==> config.mk <==
export PLATFORM = sky130hd
export DESIGN_NAME = rgb_sepia_grey_invert_filter_unit_flat
export DESIGN_NICKNAME = d
export VERILOG_FILES = /design/src/hw/rtl/sgi_pkg.sv /design/src/hw/rtl/sgi_cfg_if.sv /design/src/hw/rtl/sgi_pix_in_if.sv /design/src/hw/rtl/sgi_pix_out_if.sv /design/src/hw/rtl/sgi_cfg_regs.sv /design/src/hw/rtl/sgi_pixel_math.sv /design/src/hw/rtl/rgb_sepia_grey_invert_filter_unit.sv /design/src/flat_wrapper.sv
export SDC_FILE = /design/constraint.sdc
export NUM_CORES = 1
export LEC_CHECK = 0
export ABC_CLOCK_PERIOD_IN_PS = 7780
export BUFFER_PORTS_ARGS = -buffer_cell sky130_fd_sc_hd__buf_2
export CAP_MARGIN = 15
export CORE_ASPECT_RATIO = 2
export CORE_UTILIZATION = 55
export DETAILED_ROUTE_END_ITERATION = 8
export GPL_TIMING_DRIVEN = 0
export HOLD_SLACK_MARGIN = 0.06
export PLACE_DENSITY = 0.84
export REMOVE_ABC_BUFFERS = 1
export SYNTH_ARGS = -nofsm -noshare
export SYNTH_HDL_FRONTEND = slang
export SYNTH_SLANG_ARGS = --single-unit
==> constraint.sdc <==
create_clock -name clk -period 7.78 [get_ports clk]
set_input_delay 1.556 -clock clk [delete_from_list [all_inputs] [get_ports clk]]
set_output_delay 1.556 -clock clk [all_outputs]
set_load 0.005 [all_outputs]
==> src/hw/rtl/sgi_pkg.sv <==
// Shared widths, register codes, mode codes and types of the sepia / grey / invert filter.
package sgi_pkg;

	localparam int CH_W      = 8;
	localparam int MODE_W    = 2;
	localparam int CFG_IDX_W = 1;
	localparam int CFG_DAT_W = 2;

	// register indexes on the config port
	localparam logic [CFG_IDX_W-1:0] REG_FILTER_MODE   = 1'b0;
	localparam logic [CFG_IDX_W-1:0] REG_INVERT_ENABLE = 1'b1;

	// filter modes; code 3 behaves as none
	localparam logic [MODE_W-1:0] MODE_NONE  = 2'd0;
	localparam logic [MODE_W-1:0] MODE_SEPIA = 2'd1;
	localparam logic [MODE_W-1:0] MODE_GREY  = 2'd2;

	// sepia weights, Q10
	localparam int WGT_W = 10;
	localparam logic [WGT_W-1:0] W_RR = 10'd402;
	localparam logic [WGT_W-1:0] W_RG = 10'd787;
	localparam logic [WGT_W-1:0] W_RB = 10'd194;
	localparam logic [WGT_W-1:0] W_GR = 10'd357;
	localparam logic [WGT_W-1:0] W_GG = 10'd702;
	localparam logic [WGT_W-1:0] W_GB = 10'd172;
	localparam logic [WGT_W-1:0] W_BR = 10'd279;
	localparam logic [WGT_W-1:0] W_BG = 10'd547;
	localparam logic [WGT_W-1:0] W_BB = 10'd134;

	// divide by 3 via reciprocal: floor(s*683 >> 11) is exact for s < 2048
	localparam logic [10:0] RECIP3 = 11'd683;

	typedef struct packed {
		logic [MODE_W-1:0] filter_mode;
		logic              invert_enable;
	} cfg_t;

	typedef struct packed {
		logic [CH_W-1:0] blue;
		logic [CH_W-1:0] green;
		logic [CH_W-1:0] red;
		logic            last;
	} pixel_t;

endpackage

==> src/hw/rtl/sgi_cfg_if.sv <==
// Config write channel: valid/ready with register index and data.
interface sgi_cfg_if;
	logic                           valid;
	logic                           ready;
	logic [sgi_pkg::CFG_IDX_W-1:0]  index;
	logic [sgi_pkg::CFG_DAT_W-1:0]  data;

	modport source (output valid, index, data, input ready);
	modport sink   (input valid, index, data, output ready);
endinterface

==> src/hw/rtl/sgi_pix_in_if.sv <==
// Input pixel channel: valid/ready with the three channels and last marker.
interface sgi_pix_in_if;
	logic                      valid;
	logic                      ready;
	logic [sgi_pkg::CH_W-1:0]  blue_in;
	logic [sgi_pkg::CH_W-1:0]  green_in;
	logic [sgi_pkg::CH_W-1:0]  red_in;
	logic                      last_in;

	modport source (output valid, blue_in, green_in, red_in, last_in, input ready);
	modport sink   (input valid, blue_in, green_in, red_in, last_in, output ready);
endinterface

==> src/hw/rtl/sgi_pix_out_if.sv <==
// Output pixel channel: valid/ready with the filtered channels and last marker.
interface sgi_pix_out_if;
	logic                      valid;
	logic                      ready;
	logic [sgi_pkg::CH_W-1:0]  blue_out;
	logic [sgi_pkg::CH_W-1:0]  green_out;
	logic [sgi_pkg::CH_W-1:0]  red_out;
	logic                      last_out;

	modport source (output valid, blue_out, green_out, red_out, last_out, input ready);
	modport sink   (input valid, blue_out, green_out, red_out, last_out, output ready);
endinterface

==> src/hw/rtl/sgi_cfg_regs.sv <==
// Config register file: filter mode and invert enable.
module sgi_cfg_regs (
	input  logic          clk,
	input  logic          arst_n,
	sgi_cfg_if.sink       cfg,
	output sgi_pkg::cfg_t cfg_q
);
	import sgi_pkg::*;

	assign cfg.ready = 1'b1;

	always_ff @(posedge clk or negedge arst_n) begin
		if (!arst_n) begin
			cfg_q <= '0;
		end else if (cfg.valid && cfg.ready) begin
			case (cfg.index)
				REG_FILTER_MODE: begin
					cfg_q.filter_mode <= cfg.data[MODE_W-1:0];
				end
				REG_INVERT_ENABLE: begin
					cfg_q.invert_enable <= cfg.data[0];
				end
				default: begin
				end
			endcase
		end
	end

endmodule

==> src/hw/rtl/sgi_pixel_math.sv <==
// Per-pixel datapath: optional invert, then sepia, greyscale or pass-through.
module sgi_pixel_math (
	input  sgi_pkg::cfg_t   cfg,
	input  sgi_pkg::pixel_t pix,
	output sgi_pkg::pixel_t res
);
	import sgi_pkg::*;

	// weighted sum, floor by 1024, clamp at 255
	function automatic logic [CH_W-1:0] sepia_ch(
		input logic [CH_W-1:0]  r,
		input logic [CH_W-1:0]  g,
		input logic [CH_W-1:0]  b,
		input logic [WGT_W-1:0] wr,
		input logic [WGT_W-1:0] wg,
		input logic [WGT_W-1:0] wb
	);
		logic [18:0] sum;
		logic [8:0]  q;
		sum = 19'(wr) * 19'(r) + 19'(wg) * 19'(g) + 19'(wb) * 19'(b);
		q   = sum[18:10];
		sepia_ch = q[8] ? 8'hFF : q[7:0];
	endfunction

	logic [CH_W-1:0] r, g, b;
	logic [9:0]      grey_sum;
	logic [20:0]     grey_prod;
	logic [CH_W-1:0] grey;

	always_comb begin
		r = cfg.invert_enable ? ~pix.red   : pix.red;
		g = cfg.invert_enable ? ~pix.green : pix.green;
		b = cfg.invert_enable ? ~pix.blue  : pix.blue;

		grey_sum  = 10'(r) + 10'(g) + 10'(b);
		grey_prod = 21'(grey_sum) * 21'(RECIP3);
		grey      = grey_prod[18:11];

		res.last = pix.last;
		case (cfg.filter_mode)
			MODE_SEPIA: begin
				res.red   = sepia_ch(r, g, b, W_RR, W_RG, W_RB);
				res.green = sepia_ch(r, g, b, W_GR, W_GG, W_GB);
				res.blue  = sepia_ch(r, g, b, W_BR, W_BG, W_BB);
			end
			MODE_GREY: begin
				res.red   = grey;
				res.green = grey;
				res.blue  = grey;
			end
			MODE_NONE: begin
				res.red   = r;
				res.green = g;
				res.blue  = b;
			end
			default: begin
				res.red   = r;
				res.green = g;
				res.blue  = b;
			end
		endcase
	end

endmodule

==> src/hw/rtl/rgb_sepia_grey_invert_filter_unit.sv <==
// Top level: sepia / greyscale / invert pixel filter with input and result registers.
//
//  channel  | dir | handshake     | word
//  ---------+-----+---------------+--------------------------------------------
//  cfg      | in  | valid / ready | index (0 filter_mode, 1 invert_enable), data
//  pixel    | in  | valid / ready | blue_in, green_in, red_in, last_in
//  result   | out | valid / ready | blue_out, green_out, red_out, last_out
//
//  One pixel word per cycle sustained while result.ready stays high; a taken word passes
//  the input register (s1) and then the result register (s2) before it leaves.
//  Stage 1 is the input register, the math sits between it and the result register (s2).
//  Both stages advance together whenever the result register is empty or being taken;
//  an empty stage 1 also takes a new word while a finished result still waits.
//  cfg.ready is always high; registers reset to mode none, invert off.
//  arst_n clears the stage valid bits and the config registers.
module rgb_sepia_grey_invert_filter_unit (
	input  logic           clk,
	input  logic           arst_n,
	sgi_cfg_if.sink        cfg,
	sgi_pix_in_if.sink     pixel,
	sgi_pix_out_if.source  result
);
	import sgi_pkg::*;

	cfg_t   cfg_q;
	pixel_t pix_s1;
	logic   valid_s1;
	pixel_t math_res;
	pixel_t res_s2;
	logic   valid_s2;
	logic   advance;

	sgi_cfg_regs u_cfg (
		.clk    (clk),
		.arst_n (arst_n),
		.cfg    (cfg),
		.cfg_q  (cfg_q)
	);

	sgi_pixel_math u_math (
		.cfg (cfg_q),
		.pix (pix_s1),
		.res (math_res)
	);

	// whole pipe moves when the result slot is free or being drained
	assign advance     = !valid_s2 || result.ready;
	assign pixel.ready = !valid_s1 || advance;

	always_ff @(posedge clk or negedge arst_n) begin
		if (!arst_n) begin
			valid_s1 <= 1'b0;
			valid_s2 <= 1'b0;
		end else begin
			if (pixel.ready) begin
				valid_s1 <= pixel.valid;
			end
			if (advance) begin
				valid_s2 <= valid_s1;
			end
		end
	end

	// payload registers, no reset
	always_ff @(posedge clk) begin
		if (pixel.ready && pixel.valid) begin
			pix_s1.blue  <= pixel.blue_in;
			pix_s1.green <= pixel.green_in;
			pix_s1.red   <= pixel.red_in;
			pix_s1.last  <= pixel.last_in;
		end
		if (advance && valid_s1) begin
			res_s2 <= math_res;
		end
	end

	assign result.valid     = valid_s2;
	assign result.blue_out  = res_s2.blue;
	assign result.green_out = res_s2.green;
	assign result.red_out   = res_s2.red;
	assign result.last_out  = res_s2.last;

	// back-pressure only when both stages hold data and the result is stuck
	a_stall_only_when_full: assert property (@(posedge clk) disable iff (!arst_n)
		!pixel.ready |-> (valid_s1 && valid_s2 && !result.ready))
		else $error("input stalled while a stage is free");

	a_accept_fills_s1: assert property (@(posedge clk) disable iff (!arst_n)
		(pixel.valid && pixel.ready) |=> valid_s1)
		else $error("accepted word lost before stage 1");

	a_s1_moves_to_s2: assert property (@(posedge clk) disable iff (!arst_n)
		(advance && valid_s1) |=> valid_s2)
		else $error("stage 1 word did not reach result register");

	// sepia weights are ordered per column, so red >= green >= blue
	a_sepia_order: assert property (@(posedge clk) disable iff (!arst_n)
		(advance && valid_s1 && cfg_q.filter_mode == MODE_SEPIA) |=>
		(res_s2.red >= res_s2.green && res_s2.green >= res_s2.blue))
		else $error("sepia channel ordering violated");

endmodule
==> src/flat_wrapper.sv <==
// flat-port wrapper written by rule: the top's interface ports become plain ports
module rgb_sepia_grey_invert_filter_unit_flat import sgi_pkg::*;
  (clk, arst_n, cfg_valid, cfg_index, cfg_data, cfg_ready, pixel_valid, pixel_blue_in, pixel_green_in, pixel_red_in, pixel_last_in, pixel_ready, result_valid, result_blue_out, result_green_out, result_red_out, result_last_out, result_ready);
  sgi_cfg_if cfg_i ();
  sgi_pix_in_if pixel_i ();
  sgi_pix_out_if result_i ();
  input  logic clk;
  input  logic arst_n;
  input wire logic [$bits(cfg_i.valid)-1:0] cfg_valid;
  input wire logic [$bits(cfg_i.index)-1:0] cfg_index;
  input wire logic [$bits(cfg_i.data)-1:0] cfg_data;
  output wire logic [$bits(cfg_i.ready)-1:0] cfg_ready;
  input wire logic [$bits(pixel_i.valid)-1:0] pixel_valid;
  input wire logic [$bits(pixel_i.blue_in)-1:0] pixel_blue_in;
  input wire logic [$bits(pixel_i.green_in)-1:0] pixel_green_in;
  input wire logic [$bits(pixel_i.red_in)-1:0] pixel_red_in;
  input wire logic [$bits(pixel_i.last_in)-1:0] pixel_last_in;
  output wire logic [$bits(pixel_i.ready)-1:0] pixel_ready;
  output wire logic [$bits(result_i.valid)-1:0] result_valid;
  output wire logic [$bits(result_i.blue_out)-1:0] result_blue_out;
  output wire logic [$bits(result_i.green_out)-1:0] result_green_out;
  output wire logic [$bits(result_i.red_out)-1:0] result_red_out;
  output wire logic [$bits(result_i.last_out)-1:0] result_last_out;
  input wire logic [$bits(result_i.ready)-1:0] result_ready;
  assign cfg_i.valid = cfg_valid;
  assign cfg_i.index = cfg_index;
  assign cfg_i.data = cfg_data;
  assign cfg_ready = cfg_i.ready;
  assign pixel_i.valid = pixel_valid;
  assign pixel_i.blue_in = pixel_blue_in;
  assign pixel_i.green_in = pixel_green_in;
  assign pixel_i.red_in = pixel_red_in;
  assign pixel_i.last_in = pixel_last_in;
  assign pixel_ready = pixel_i.ready;
  assign result_valid = result_i.valid;
  assign result_blue_out = result_i.blue_out;
  assign result_green_out = result_i.green_out;
  assign result_red_out = result_i.red_out;
  assign result_last_out = result_i.last_out;
  assign result_i.ready = result_ready;
  rgb_sepia_grey_invert_filter_unit u_core (.clk(clk), .arst_n(arst_n), .cfg(cfg_i), .pixel(pixel_i), .result(result_i));
endmodule
## After elaboration in Yosys (flattened, before gate mapping)

Cells that the tools add are included.
W data, S select, Z words.

- Logic and storage cells: 51
- Register bits: 55
- Output and inout bits: 28
- Bits of input ports: 33

- Add/subtract/negate cells: 8
- Equal/unequal tests: 2
- Bitwise logic cells: 4
- $mul: 10
- Reduce and logical (&&, ||, !) cells: 8
- Muxes and demuxes: 7

Operators with widths:

| cell | number |
|---|---|
| $add A17 B18 Y19 | 3 |
| $add A19 B16 Y19 | 3 |
| $mul A9 B8 Y17 const A | 3 |
| $mux W8 | 6 |
| $pmux W24 S2 | 1 |
| $mul A10 B8 Y18 const A | 2 |
| $mul A7 B8 Y15 const A | 2 |
| $not A8 Y8 | 3 |
| $mul A10 B10 Y19 const B | 1 |
| $mul A8 B8 Y16 const A | 1 |
| $mul A6 B8 Y14 const A | 1 |
| $add A9 B8 Y10 | 1 |
| $add A8 B8 Y9 | 1 |
| $reduce_and A2 Y1 | 2 |
| $eq A2 B1 Y1 const B | 1 |
| $eq A2 B2 Y1 const B | 1 |
| $logic_and A1 B1 Y1 | 2 |
| $logic_not A1 Y1 | 2 |
| $logic_or A1 B1 Y1 | 2 |
| $not A1 Y1 | 1 |

## Longest topological paths before layout

- Depth in word-level cells: 7
- Gate-level depth with buffers: 33

## Hierarchy

A second synthesis with hierarchy kept.

- Cell total of the unflattened synthesis: 1566
- Area, all modules: 15393.5 um2

Modules (own cells, without submodules):

| module | instances | cells each | sequential area each (um2) | area each (um2) |
|---|---|---|---|---|
| sgi_pixel_math | 1 | 1498 | 0.0 | 13646.8 |
| rgb_sepia_grey_invert_filter_unit | 1 | 58 | 1551.5 | 1605.3 |
| sgi_cfg_regs | 1 | 10 | 75.1 | 141.4 |

## Worst setup path before layout

No wires, ideal clock.

- Kind: reg-to-reg
- Start: register, netlist name u_core.u_cfg.cfg_q[0]
- End: register u_core.res_s2 (netlist bit u_core.result.green_out[3]), data pin
- Buffers on the path: 3
- Setup slack: -292 ps
- Data arrival time: 7789 ps
- Cell stages (with the launch flop): 32
- Required time: 7497 ps
- Library setup time: 283 ps
- Cells stage by stage: dfrtp_1 -> buf_6 -> buf_2 -> buf_1 -> xor2_1 -> ha_1 -> ha_1 -> fa_1 -> inv_1 -> fa_1 -> nor2b_1 -> o21ai_0 -> a21boi_0 -> nor2_1 -> ha_1 -> inv_1 -> fa_1 -> fa_1 -> inv_1 -> fa_1 -> inv_1 -> fa_1 -> inv_1 -> ha_1 -> a2111oi_1 -> nand2b_1 -> o221ai_1 -> o211ai_1 -> nand2_1 -> o311ai_1 -> o21ai_0 -> a22oi_1

RTL lines:

| item | line | source |
|---|---|---|
| to (signal assigned) | rgb_sepia_grey_invert_filter_unit.sv:73 | `res_s2 <= math_res;` |
| to (decl) | rgb_sepia_grey_invert_filter_unit.sv:29 | `pixel_t res_s2;` |

==> impl_metrics.env <==
export IMPL_outcome="complete, but fails checks"
export IMPL_violations="setup timing"
export IMPL_cp_num_buf_inv=10
export IMPL_grtUsageTotal_pct=35.09
export IMPL_layout_drive_gt1_share_pct=19.40
export IMPL_insertion_delay_ps=320
export IMPL_first_pass_iters=6
export IMPL_yosysSeqAreaShare_pct=10.61
export IMPL_critPathCaptureType="flop"
export IMPL_holdWs_ps=433.8
export IMPL_cts_root_buf="clkbuf_16"
export IMPL_io_buffers=59
export IMPL_syn_area_um2=15330
export IMPL_clock_path_buffers=2
export IMPL_tightest_slew_ps=1243
export IMPL_critPathLaunchType="flop"
export IMPL_synth_edf_count=50
export IMPL_nets=2352
export IMPL_relSlewSlack_pct=17.14
export IMPL_arrival_ps=8050
export IMPL_clk_pin_slew_ps=90
export IMPL_min_period_over_period_pct=102.6
export IMPL_hold_viol_final=0
export IMPL_yosysUniqueCellTypes=70
export IMPL_rsz0062_at_grt="yes"
export IMPL_coreArea_um2=27440
export IMPL_cts_made_buffers=5
export IMPL_diodes=0
export IMPL_grt_pass1_vias=13400
export IMPL_yosys_register_bits=55
export IMPL_rows=86
export IMPL_drt_total_wl_mm=50.26
export IMPL_h_tree_depth=2
export IMPL_gr_total_overflow=0
export IMPL_fillers=1899
export IMPL_num_io_pins=61
export IMPL_async_reset_ff_share_pct=9.091
export IMPL_post_drt_wl_per_cell_um=23.82
export IMPL_slowest_delay_ps=580
export IMPL_clock_skew_ps=9.670
export IMPL_start_util_pct=55.86
export IMPL_cts_tree="done"
export IMPL_slowest_stage="fa_2"
export IMPL_vias=12405
export IMPL_die_area_um2=28580
export IMPL_min_period_ps=7979
export IMPL_grt_pass1_wl_mm=72.52
export IMPL_synth_avg_cell_area_um2=9.591
export IMPL_timing_worst_setup_path_type="flop to flop"
export IMPL_multiInputGateArea_um2=13130
export IMPL_seq_area_um2=1630
export IMPL_via_per_inst=5.879
export IMPL_place_congestion=1.021
export IMPL_drtAntennaViolNets=0
export IMPL_drv_slew=0
export IMPL_synthToLayoutAreaGrowth_pct=19.57
export IMPL_path_delay_family="adder cells"
export IMPL_critPathMaxFanout=5
export IMPL_initialDrtViolationCount=794
export IMPL_crit_required_ps=7850
export IMPL_numClockSinks=55
export IMPL_grt_start_max_net_pins=29
export IMPL_cp_common_cell="ha_1"
export IMPL_die_h_um=238.1
export IMPL_layout_setup_ws_ps=-198.8
export IMPL_drc=0
export IMPL_setup_violations_final=13
export IMPL_synth_top_flop_cell="edfxtp_1"
export IMPL_holdCritPathClass="flop to flop"
export IMPL_max_clock_freq_mhz=125.3
export IMPL_cap_viol_max_count=0
export IMPL_synth_warnings=0
export IMPL_hpwl_mm=36.43
export IMPL_synthCells=1598
export IMPL_chipWidth_um=120.0
export IMPL_antenna_found_initial=0
## worst reg2reg max path: cells and delay by family, from the launching register on
| kind | cells | cell delay [ps] |
|---|---|---|
| compound gates | 5 | 1060 |
| xor+xnor | 2 | 440 |
| fa+ha+maj | 10 | 4150 |
| buf+inv | 10 | 1020 |
| flops | 1 | 530 |
| simple gates | 3 | 530 |
## cells by family after synthesis
logic type | synth area share [%]
mux | 0.2694
compound gates | 9.339
other cells | 0.02447
simple gates | 6.620
flops | 10.61
buf+inv | 10.83
fa+ha+maj | 55.43
xor+xnor | 6.873
## cells in the mapped netlist (12+ instances only)
library cell    n  area share [%]
clkbuf_1       13            0.32
nor3_1         14            0.46
nand2b_1       12            0.49
a21o_1         23             1.1
nor2_1         65             1.6
nor2b_1        18            0.73
o21ai_0        34             1.1
xor2_1         53             3.0
edfxtp_1       50             9.8
o21ai_1        14            0.46
xnor2_1        61             3.5
ha_1          367              30
nand2_1        50             1.2
a21oi_1        46             1.5
a22oi_1        15            0.73
fa_1          195              25
inv_1         421              10
## per-stage QoR
step	TNS (ps)	util, %	setup WS, ps	area (um^2)	instances
final	-829.6	66.79	-198.8	18330	2110
after global routing	-3870	66.79	-352.5	18330	2110
after CTS	0	63.94	5.369	17540	2059
after detailed placement	-36700	58.50	-2232	16050	1996
after global placement	-53500	58.26	-2984	15990	1992
after floorplan	-2208	-	-272.7	15250	1581
## sequential cells by signal (all words and copies together), names as in the netlist
name	count
u_core.result.last_out	1
u_core.result.green_out	8
u_core.pix_s1	25
u_core.valid_s1	1
u_core.u_cfg.cfg_q	3
u_core.result.red_out	8
u_core.result.valid	1
u_core.result.blue_out	8
## per-layer routing
| metal | global-route usage, % | share of wire, % |
|---|---|---|
| met1 | 31.09 | 30 |
| met2 | 61.83 | 50 |
| met3 | 7.218 | 6.4 |
| met4 | 38.30 | 14 |
| met5 | 0 | 0 |
## placed cells by master (no fill, tap or decap), types with 41 or more instances in the layout
cell type / Yosys / routed
buf_2: 1 / 59
buf_4: 1 / 88
edfxtp_1: 50 / 50
fa_1: 195 / 187
ha_1: 367 / 345
inv_1: 421 / 388
nand2_1: 50 / 47
nor2_1: 65 / 61
xnor2_1: 61 / 44
xor2_1: 53 / 41
## what timing repair did
action | 4_1_cts | 5_1_grt
hold buffers | 0 | 0
pin swaps | 51 | 71
setup buffers | 52 | 52
gates cloned | 3 | 0
endpoints found under the setup margin | 24 | 24
gates resized for setup | 139 | 83
## area by class of cell
type / instances / share of cell area, %
well taps: 352 / 2.403
flip-flops and latches: 55 / 8.896
inverters: 422 / 8.930
clock buffers: 5 / 0.6827
clock inverters: 3 / 0.1570
repair buffers: 169 / 7.298
multi-input cells: 1104 / 71.63
## worst paths after layout
path / startpoint / end / slack (ps) / cells after the start
max: u_core.u_cfg.cfg_q[0]$_DFFE_PN0P_ / u_core.result.green_out[5]$_DFFE_PP_ / -200 / 30
min: u_core.pix_s1[0]$_DFFE_PP_ / u_core.result.last_out$_DFFE_PP_ / 430 / 0
max reg2reg: u_core.u_cfg.cfg_q[0]$_DFFE_PN0P_ / u_core.result.green_out[5]$_DFFE_PP_ / -200 / 30
min reg2reg: u_core.pix_s1[0]$_DFFE_PP_ / u_core.result.last_out$_DFFE_PP_ / 430 / 0
max in group asynchronous: arst_n / u_core.u_cfg.cfg_q[0]$_DFFE_PN0P_ / 6610 / 1
min in group asynchronous: arst_n / u_core.u_cfg.cfg_q[0]$_DFFE_PN0P_ / 1030 / 1
Power is not shown: default switching activity piles up to over one toggle a cycle in this logic, so the estimate is an artifact.
